### config.mk
export PLATFORM = sky130hd
export DESIGN_NAME = keyframe_target_interpolator_core
export DESIGN_NICKNAME = d
export VERILOG_FILES = /design/src/rtl/kti_pkg.sv /design/src/rtl/keyframe_target_interpolator_core.sv
export VERILOG_INCLUDE_DIRS = /design/src /design/src/rtl
export SDC_FILE = /design/constraint.sdc
export NUM_CORES = 2
export LEC_CHECK = 0
export BUFFER_PORTS_ARGS = -buffer_cell sky130_fd_sc_hd__buf_4
export CAP_MARGIN = 20
export CORE_MARGIN = 2
export CORE_UTILIZATION = 30
export CTS_BUF_LIST = sky130_fd_sc_hd__clkbuf_4 sky130_fd_sc_hd__clkbuf_8
export DETAILED_ROUTE_END_ITERATION = 16
export PLACE_DENSITY = 0.43
export SETUP_SLACK_MARGIN = 0.4
export SLEW_MARGIN = 20
export SYNTH_ARGS = -nofsm -noshare
export SYNTH_HDL_FRONTEND = slang
export SYNTH_SLANG_ARGS = --single-unit
### constraint.sdc
create_clock -name clk -period 12.5 [get_ports clk]
set_clock_uncertainty 0.2 [all_clocks]
set_input_delay 1.875 -clock clk [delete_from_list [all_inputs] [get_ports clk]]
set_output_delay 1.875 -clock clk [all_outputs]
set_load 0.05 [all_outputs]
### src/rtl/assert_macros.svh
// ----------------------------------------------------------------------------
// Assertion macros
// Shared concurrent assertion helpers, clocked on clk, disabled under rst.
// ----------------------------------------------------------------------------
`ifndef ASSERT_MACROS_SVH
`define ASSERT_MACROS_SVH

// same-cycle implication
`define ASSERT_NOW(label, ante, cons, msg) \
  label: assert property (@(posedge clk) disable iff (rst) (ante) |-> (cons)) \
    else $error(msg);

// next-cycle implication
`define ASSERT_NEXT(label, ante, cons, msg) \
  label: assert property (@(posedge clk) disable iff (rst) (ante) |=> (cons)) \
    else $error(msg);

`endif

### src/rtl/kti_pkg.sv
// ----------------------------------------------------------------------------
// kti_pkg
// Types and fixed constants of the keyframe target interpolator.
// ----------------------------------------------------------------------------
`timescale 1ns / 1ps

package kti_pkg;

  localparam int TIME_W = 32;
  localparam int VAL_W  = 32;
  localparam int SEG_W  = 5;
  localparam int SLOT_W = 4;
  localparam int CNT_W  = 6;
  localparam int CFG_W  = 5;

  localparam logic ACTION_LOAD = 1'b0;
  localparam logic ACTION_EVAL = 1'b1;

  localparam logic CFG_KEY_COUNT = 1'b0;
  localparam logic CFG_REPEAT    = 1'b1;

  typedef enum logic [9:0] {
    S_IDLE     = 10'b00_0000_0001,
    S_RD_FIRST = 10'b00_0000_0010,
    S_RD_LAST  = 10'b00_0000_0100,
    S_SPAN     = 10'b00_0000_1000,
    S_FOLD     = 10'b00_0001_0000,
    S_SRCH_RD  = 10'b00_0010_0000,
    S_SRCH_CMP = 10'b00_0100_0000,
    S_DIV      = 10'b00_1000_0000,
    S_MUL      = 10'b01_0000_0000,
    S_DONE     = 10'b10_0000_0000
  } state_t;

endpackage

### src/rtl/keyframe_target_interpolator_core.sv
// ----------------------------------------------------------------------------
// keyframe_target_interpolator_core
// Piecewise linear interpolation over a keyframe table, bit-serial datapath.
// ----------------------------------------------------------------------------
// Input channel (in_valid / in_stall): a load transaction (action 0) writes
// key_time/key_value into slot key_slot in the accepting cycle and leaves the
// block idle. An evaluate transaction (action 1) folds query_time into the
// key span when repeat_enable is set, searches the table, then interpolates.
// Output channel (out_valid / out_stall): one transaction per evaluate with a
// non-empty table, carrying target and segment.
// Steps of an evaluate, in order: in repeat mode, reads of the first and last
// key for the span, then the fold when the query lies above a non-zero span;
// key probes (s+1 when s keys pass and the next lies above the query, n when
// all n pass); the divide and multiply between two keys; a final step.
// The fold is a one-bit-per-cycle restoring remainder over 32 bits, the slope
// a FRAC_BITS-step restoring divide, the product a FRAC_BITS-step shift-add;
// the table has one registered read port, so a key probe reads, then compares.
// in_stall is high from an evaluate's acceptance until its result sits in the
// output register. A stalled result holds; the block accepts new transactions
// meanwhile, but the next evaluate waits in its final step for the register.
// Reset (rst, synchronous) clears control and the configuration registers;
// table contents are undefined until loaded.
// ----------------------------------------------------------------------------
`timescale 1ns / 1ps
`include "assert_macros.svh"

module keyframe_target_interpolator_core
  import kti_pkg::*;
#(
  parameter int MAX_KEYS  = 16,
  parameter int FRAC_BITS = 16
) (
  input  logic                     clk,
  input  logic                     rst,

  input  logic                     cfg_write,
  input  logic                     cfg_index,
  input  logic [CFG_W-1:0]         cfg_data,

  input  logic                     in_valid,
  output logic                     in_stall,
  input  logic                     action,
  input  logic [SLOT_W-1:0]        key_slot,
  input  logic [TIME_W-1:0]        key_time,
  input  logic signed [VAL_W-1:0]  key_value,
  input  logic [TIME_W-1:0]        query_time,

  output logic                     out_valid,
  input  logic                     out_stall,
  output logic signed [VAL_W-1:0]  target,
  output logic [SEG_W-1:0]         segment
);

  localparam int AW      = (MAX_KEYS > 1) ? $clog2(MAX_KEYS) : 1;
  localparam int AXW     = (AW > SEG_W) ? AW : SEG_W;
  localparam int KEY_CAP = (MAX_KEYS < 31) ? MAX_KEYS : 31;
  localparam int PW      = VAL_W + 1 + FRAC_BITS;

  // configuration
  logic [SEG_W-1:0] key_count;
  logic             repeat_enable;

  // table
  logic [TIME_W-1:0] time_mem  [MAX_KEYS];
  logic [VAL_W-1:0]  value_mem [MAX_KEYS];
  logic [TIME_W-1:0] rd_time;
  logic [VAL_W-1:0]  rd_value;
  logic [AW-1:0]     rd_addr;
  logic [AW-1:0]     wr_addr;
  logic              mem_we;

  // sequencer and datapath
  state_t                state;
  logic [SEG_W-1:0]      n_eff;
  logic [SEG_W-1:0]      idx;
  logic [CNT_W-1:0]      cnt;
  logic [TIME_W-1:0]     q;
  logic [TIME_W-1:0]     q_sh;
  logic [TIME_W-1:0]     t_first;
  logic [TIME_W-1:0]     prev_time;
  logic [VAL_W-1:0]      prev_value;
  logic [TIME_W-1:0]     div_d;
  logic [TIME_W-1:0]     rem;
  logic [FRAC_BITS-1:0]  quo;
  logic signed [PW-1:0]  md;
  logic signed [PW-1:0]  acc;

  logic                  in_accept;
  logic                  out_free;
  logic [SEG_W-1:0]      n_cfg;
  logic [TIME_W-1:0]     span;
  logic [TIME_W:0]       rs;
  logic [TIME_W:0]       rs_diff;
  logic                  ge;
  logic [TIME_W-1:0]     rem_next;
  logic [SEG_W-1:0]      idx_inc;
  logic [VAL_W:0]        delta;
  logic signed [VAL_W:0]   prod_shift;
  logic signed [VAL_W+1:0] sum;
  logic signed [VAL_W-1:0] result;

  assign in_stall  = (state != S_IDLE);
  assign in_accept = in_valid && !in_stall;
  assign out_free  = !out_valid || !out_stall;

  assign n_cfg = (key_count > SEG_W'(KEY_CAP)) ? SEG_W'(KEY_CAP) : key_count;

  // configuration port
  always_ff @(posedge clk) begin
    if (rst) begin
      key_count     <= '0;
      repeat_enable <= 1'b0;
    end else if (cfg_write) begin
      case (cfg_index)
        CFG_KEY_COUNT: key_count     <= cfg_data[SEG_W-1:0];
        CFG_REPEAT:    repeat_enable <= cfg_data[0];
        default:       ;
      endcase
    end
  end

  // table: one write port, one registered read port
  logic [AXW-1:0] slot_ext;
  logic [AXW-1:0] rd_ext;
  logic [SEG_W-1:0] last_idx;

  assign slot_ext = AXW'(key_slot);
  assign wr_addr  = slot_ext[AW-1:0];
  assign mem_we   = in_accept && (action == ACTION_LOAD) &&
                    ({1'b0, key_slot} < SEG_W'(KEY_CAP));
  assign last_idx = n_eff - SEG_W'(1);

  always_comb begin
    case (state)
      S_RD_LAST: rd_ext = AXW'(last_idx);
      S_SRCH_RD: rd_ext = AXW'(idx);
      default:   rd_ext = '0;
    endcase
  end
  assign rd_addr = rd_ext[AW-1:0];

  always_ff @(posedge clk) begin
    if (mem_we) begin
      time_mem[wr_addr]  <= key_time;
      value_mem[wr_addr] <= key_value;
    end
    rd_time  <= time_mem[rd_addr];
    rd_value <= value_mem[rd_addr];
  end

  // shared restoring step: fold remainder and slope quotient
  assign span     = rd_time - t_first;
  assign rs       = {rem, (state == S_FOLD) ? q_sh[TIME_W-1] : 1'b0};
  assign rs_diff  = rs - {1'b0, div_d};
  assign ge       = (rs >= {1'b0, div_d});
  assign rem_next = ge ? rs_diff[TIME_W-1:0] : rs[TIME_W-1:0];
  assign idx_inc  = idx + SEG_W'(1);
  assign delta    = {rd_value[VAL_W-1], rd_value} - {prev_value[VAL_W-1], prev_value};

  // floor(product / 2^FRAC_BITS) is an arithmetic shift
  assign prod_shift = acc[PW-1:FRAC_BITS];
  assign sum        = {prev_value[VAL_W-1], prev_value[VAL_W-1], prev_value} +
                      {prod_shift[VAL_W], prod_shift};
  always_comb begin
    if (sum[VAL_W+1] != sum[VAL_W] || sum[VAL_W] != sum[VAL_W-1]) begin
      result = sum[VAL_W+1] ? {1'b1, {(VAL_W-1){1'b0}}} : {1'b0, {(VAL_W-1){1'b1}}};
    end else begin
      result = sum[VAL_W-1:0];
    end
  end

  always_ff @(posedge clk) begin
    if (rst) begin
      state <= S_IDLE;
    end else begin
      case (state)
        S_IDLE: begin
          if (in_accept && action == ACTION_EVAL && n_cfg != '0) begin
            state <= repeat_enable ? S_RD_FIRST : S_SRCH_RD;
          end
        end
        S_RD_FIRST: state <= S_RD_LAST;
        S_RD_LAST:  state <= S_SPAN;
        S_SPAN: begin
          if (span != '0 && q > span) begin
            state <= S_FOLD;
          end else begin
            state <= S_SRCH_RD;
          end
        end
        S_FOLD: begin
          if (cnt == CNT_W'(TIME_W - 1)) begin
            state <= S_SRCH_RD;
          end
        end
        S_SRCH_RD: state <= S_SRCH_CMP;
        S_SRCH_CMP: begin
          if (rd_time <= q) begin
            state <= (idx_inc == n_eff) ? S_DONE : S_SRCH_RD;
          end else begin
            state <= (idx == '0) ? S_DONE : S_DIV;
          end
        end
        S_DIV: begin
          if (cnt == CNT_W'(FRAC_BITS - 1)) begin
            state <= S_MUL;
          end
        end
        S_MUL: begin
          if (cnt == CNT_W'(FRAC_BITS - 1)) begin
            state <= S_DONE;
          end
        end
        S_DONE: begin
          if (out_free) begin
            state <= S_IDLE;
          end
        end
        default: state <= S_IDLE;
      endcase
    end
  end

  // datapath registers
  always_ff @(posedge clk) begin
    case (state)
      S_IDLE: begin
        q     <= query_time;
        n_eff <= n_cfg;
        idx   <= '0;
        acc   <= '0;
      end
      S_RD_LAST: t_first <= rd_time;
      S_SPAN: begin
        div_d <= span;
        rem   <= '0;
        q_sh  <= q;
        cnt   <= '0;
      end
      S_FOLD: begin
        rem  <= rem_next;
        q_sh <= q_sh << 1;
        cnt  <= cnt + CNT_W'(1);
        if (cnt == CNT_W'(TIME_W - 1)) begin
          // an exact multiple folds to the span itself
          q <= (rem_next == '0) ? div_d : rem_next;
        end
      end
      S_SRCH_CMP: begin
        if (rd_time <= q) begin
          prev_time  <= rd_time;
          prev_value <= rd_value;
          idx        <= idx_inc;
        end else if (idx == '0) begin
          prev_value <= rd_value;
        end else begin
          div_d <= rd_time - prev_time;
          rem   <= q - prev_time;
          md    <= PW'(signed'(delta));
          cnt   <= '0;
        end
      end
      S_DIV: begin
        rem <= rem_next;
        if (cnt == CNT_W'(FRAC_BITS - 1)) begin
          quo <= (div_d == '0) ? '0 : {quo[FRAC_BITS-2:0], ge};
          cnt <= '0;
        end else begin
          quo <= {quo[FRAC_BITS-2:0], ge};
          cnt <= cnt + CNT_W'(1);
        end
      end
      S_MUL: begin
        if (quo[0]) begin
          acc <= acc + md;
        end
        md  <= md <<< 1;
        quo <= quo >> 1;
        cnt <= cnt + CNT_W'(1);
      end
      default: ;
    endcase
  end

  // output register
  always_ff @(posedge clk) begin
    if (rst) begin
      out_valid <= 1'b0;
    end else if (state == S_DONE && out_free) begin
      out_valid <= 1'b1;
    end else if (out_valid && !out_stall) begin
      out_valid <= 1'b0;
    end
  end

  always_ff @(posedge clk) begin
    if (state == S_DONE && out_free) begin
      target  <= result;
      segment <= idx;
    end
  end

  `ASSERT_NEXT(a_empty_no_start, in_accept && action == ACTION_EVAL && n_cfg == '0,
    state == S_IDLE, "evaluate on empty table started work")
  `ASSERT_NOW(a_result_from_done, $rose(out_valid), $past(state == S_DONE),
    "result appeared outside final step")
  `ASSERT_NOW(a_probe_in_range, state == S_SRCH_CMP, idx < n_eff,
    "table probe beyond key count")
  `ASSERT_NOW(a_segment_bound, out_valid && state == S_IDLE, segment <= n_cfg,
    "segment above key count")

endmodule
==> impl_metrics.tcl <==
set metrics [dict create \
    status "completed" \
    clockBufferDepth 4 \
    tns_ns 0 \
    dieArea_sq_um 241000 \
    synth.avg_cell_area_sq_um 12.0 \
    maxCapViolations 0 \
    critPathLaunchType "flop" \
    core_sq_um 236000 \
    final_cell_mix "edfxtp_1 (1,415), nand2_1 (772), a21oi_1 (369)" \
    max_freq_mhz 152 \
    via_per_inst 5.02 \
    hold_path_class "flop to flop" \
    power_leakage_nw 29.4 \
    dp.final_hpwl_um 134000 \
    synth.distinct_cells 82 \
    root_buffer "clkbuf_8" \
    synth_edf_count 1415 \
    synth_top_cell_by_area "edfxtp_1" \
    synth_area_leaders "edfxtp_1 (60%), ha_1 (5.4%), nand2_1 (4.1%)" \
    dieWidth_um 491 \
    cp-end-kind "flop" \
    clock_sinks 1496 \
    hold_buffers 0 \
    holdPathEnd "prev_value[4]$_DFFE_PP_" \
    drive_above_1_share_pct 11.7 \
    finalNetCount 6608 \
    multi_input_area_sq_um 25300 \
    whs_path_depth 0 \
    antenna_left 0 \
    io_buffers 150 \
    crit_arrival_ns 7.19 \
    synthMuxAreaShare_pct 0.429 \
    worstHoldStart "rd_value[4]$_DFF_P_" \
    drt-total-wl_um 209000 \
    worst-r2r-cell-count 20 \
    cts_buffers 297 \
    antenna_found_initial 31 \
    yosys.area_share.adder_pct 5.57 \
    crit_required_ns 13.12 \
    min_period_ns 6.57 \
    met2WireLength_um 93000 \
    cts_tree "built" \
    regArea_sq_um 44100 \
    synthCells 5945 \
    met3WireLength_um 11200 \
    drc 0 \
    place_area_sq_um 76100 \
    rsz0062_at_grt "false" \
    synthSimpleGateAreaFrac_pct 11.3 \
    slew_violations 0 \
    maxUsedRoutingLayer "met5" \
    final_area_sq_um 81700 \
    finalHoldViolCount 0 \
    ys_seq_area_share_pct 61.9 \
    vias 47800 \
    r2r_start "state[6]$_SDFFE_PP0P_" \
    cts_htree_levels 5 \
    critPathMaxFanout 54 \
    post-cts-setup-buffers 0 \
    gr-total-overflow 0 \
    grt_max_degree 168 \
    wl_met1_um 99700 \
    top_level_ports 151 \
    relSlewSlack_pct 29.2 \
    r2r_slack_ns 5.93 \
    ir_drop_uv 91.8 \
    start_util_pct 30.2 \
    cts_resized 0 \
    grt_usage_pct 16.9 \
    nFillCells 23500 \
    synth_top_area_share_pct 59.7 \
    path_clk_slew_ns 0.06 \
    r2r-end "q[0]$_DFFE_PP_" \
    routedWlPerCell_um 22.0 \
    grt_pass1_wl_um 311000 \
    synth_nets 6370 \
    finalCritPeriodShare_pct 52.5 \
    worst_slew_pin_slew_ns 1.06 \
    netlist_area_sq_um 71200 \
    p_per_area_nw_per_um2 159 \
    layout_commonest_cell "edfxtp_1" \
    synth_warnings 0 \
    synth_top_family_by_area "compound AO/OA/AOI/OAI gates" \
    dr.first_iter.drc_count 3199 \
    setup_viol 0 \
    synth-main-ff-cell "edfxtp_1" \
    area_growth_pct 14.7 \
    place_congestion 0.845 \
    finalPower_mw 13.0 \
    num_rows 178 \
    synth_compound_gate_area_share_pct 15.3 \
    synth-async-reset-ratio_pct 0 \
    crit_type "flop to flop" \
    fp.dieH_um 491 \
    dr.pass1.iters 5 \
    ys_ff_latch 1496 \
    clk_latency_ns 1.02 \
    synth_xor_area_share_pct 2.57 \
    grt_pass1_vias 47700 \
]
critical path: stages (launching register included):
cell,delay (ns)
dfxtp_1,0.34
nor2_1,0.22
nand2_1,0.15
nor3_1,0.56
and4b_4,0.80
nand2_1,0.16
ha_1,0.35
nand4_1,0.12
nor4_1,0.38
nand3_1,0.19
a31oi_1,0.40
a21oi_4,0.09
buf_4,0.34
mux2i_1,0.43
nand4_1,0.15
nor4_1,0.16
and4_1,0.27
and4_1,0.32
buf_4,0.34
a221oi_1,0.13
a21oi_1,0.19
state kept, by name (all words and copies together) (netlist names):
| signal | count |
|---|---|
| time_mem | 512 |
| value_mem | 512 |
| acc | 49 |
| md | 49 |
| div_d | 32 |
| prev_time | 32 |
| prev_value | 32 |
| q | 32 |
| q_sh | 32 |
| rd_time | 32 |
| rd_value | 32 |
| rem | 32 |
| t_first | 32 |
| target | 32 |
| quo | 16 |
| state | 10 |
| cnt | 6 |
| idx | 5 |
| key_count | 5 |
| n_eff | 5 |
| segment | 5 |
| out_valid | 1 |
| repeat_enable | 1 |
where the power goes:
part	total (mW)	switching (mW)	internal (mW)
clock	4.79	2.08	2.71
sequential	5.95	0.182	5.77
combinational	2.25	1.39	0.861
total	13.0	3.65	9.34
cell usage after synthesis, drive strengths merged, types with 8 or more instances:
library cell and n:
nand2 774, xor2 97, nor2b 48, and2 277, nand4b 9, o21a 44, or2 12, nand3 62
dfxtp 81, o22ai 32, and3 22, edfxtp 1415, nand4 42, nor2 269, a311oi 129, o31a 12
a211oi 345, o21bai 32, o211ai 23, a21o 108, nand2b 57, mux2i 27, ha 306, clkbuf 262
o31ai 10, a21oi 372, inv 242, o21ai 270, nor4 29, a31oi 180, a41oi 8, or3 23
xnor2 112, a22o 17, buf 27, nor3 54
metal layers:
| layer | GRT usage (%) | vias to the layer above |
|---|---|---|
| li1 | - | 22900 |
| met1 | 24.0 | 23500 |
| met2 | 26.0 | 1096 |
| met3 | 3.36 | 322 |
| met4 | 5.16 | 18 |
| met5 | 0 | - |
cell type report:
class                           instances  area share (%)
Clock inverter                         73           0.530
Clock buffer                          423            6.30
Antenna cell                            6          0.0184
Sequential cell                      1496            54.0
Multi-Input combinational cell       3918            31.0
Timing Repair Buffer                  228            2.23
Tap cell                             3150            4.82
Inverter                              242            1.11
stage by stage:
step	setup WS, ns	instances	utilization [%]	hold slack (ns)
2_1_floorplan	4.57	5945	-	0.208
3_3_place_gp	6.11	9032	32.3	0.232
3_5_place_dp	6.01	9033	32.3	0.229
4_1_cts	5.90	9529	34.7	0.245
5_1_grt	5.37	9532	34.7	0.266
6_report	5.93	9536	34.7	0.242
kinds of logic (layout without fill, tap and decap cells):
logic type                 after synthesis  after routing
buffers and inverters                  531            966
AOI/OAI and AO/OA                     1655           1655
muxes                                   29             29
adders and majority gates              313            313
other                                    0              6
and+or+nand+nor                       1712           1712
xor gates and xnor gates               209            209
DFF                                   1496           1496
worst max-delay path by stage:
stage | start | end | slack [ns] | cells past startpoint
6_report | state[6]$_SDFFE_PP0P_ | q[0]$_DFFE_PP_ | 5.93 | 20
5_1_grt | state[6]$_SDFFE_PP0P_ | q[16]$_DFFE_PP_ | 5.37 | 20
4_1_cts | state[6]$_SDFFE_PP0P_ | q[0]$_DFFE_PP_ | 5.90 | 20
3_5_place_dp | state[6]$_SDFFE_PP0P_ | q[19]$_DFFE_PP_ | 6.01 | 20
3_3_place_gp | state[8]$_SDFFE_PP0P_ | q[0]$_DFFE_PP_ | 6.11 | 20
2_1_floorplan | state[8]$_SDFFE_PP0P_ | time_mem[0][0]$_DFFE_PP_ | 4.57 | 7
No activity file was read; power rests on OpenSTA's default activity.
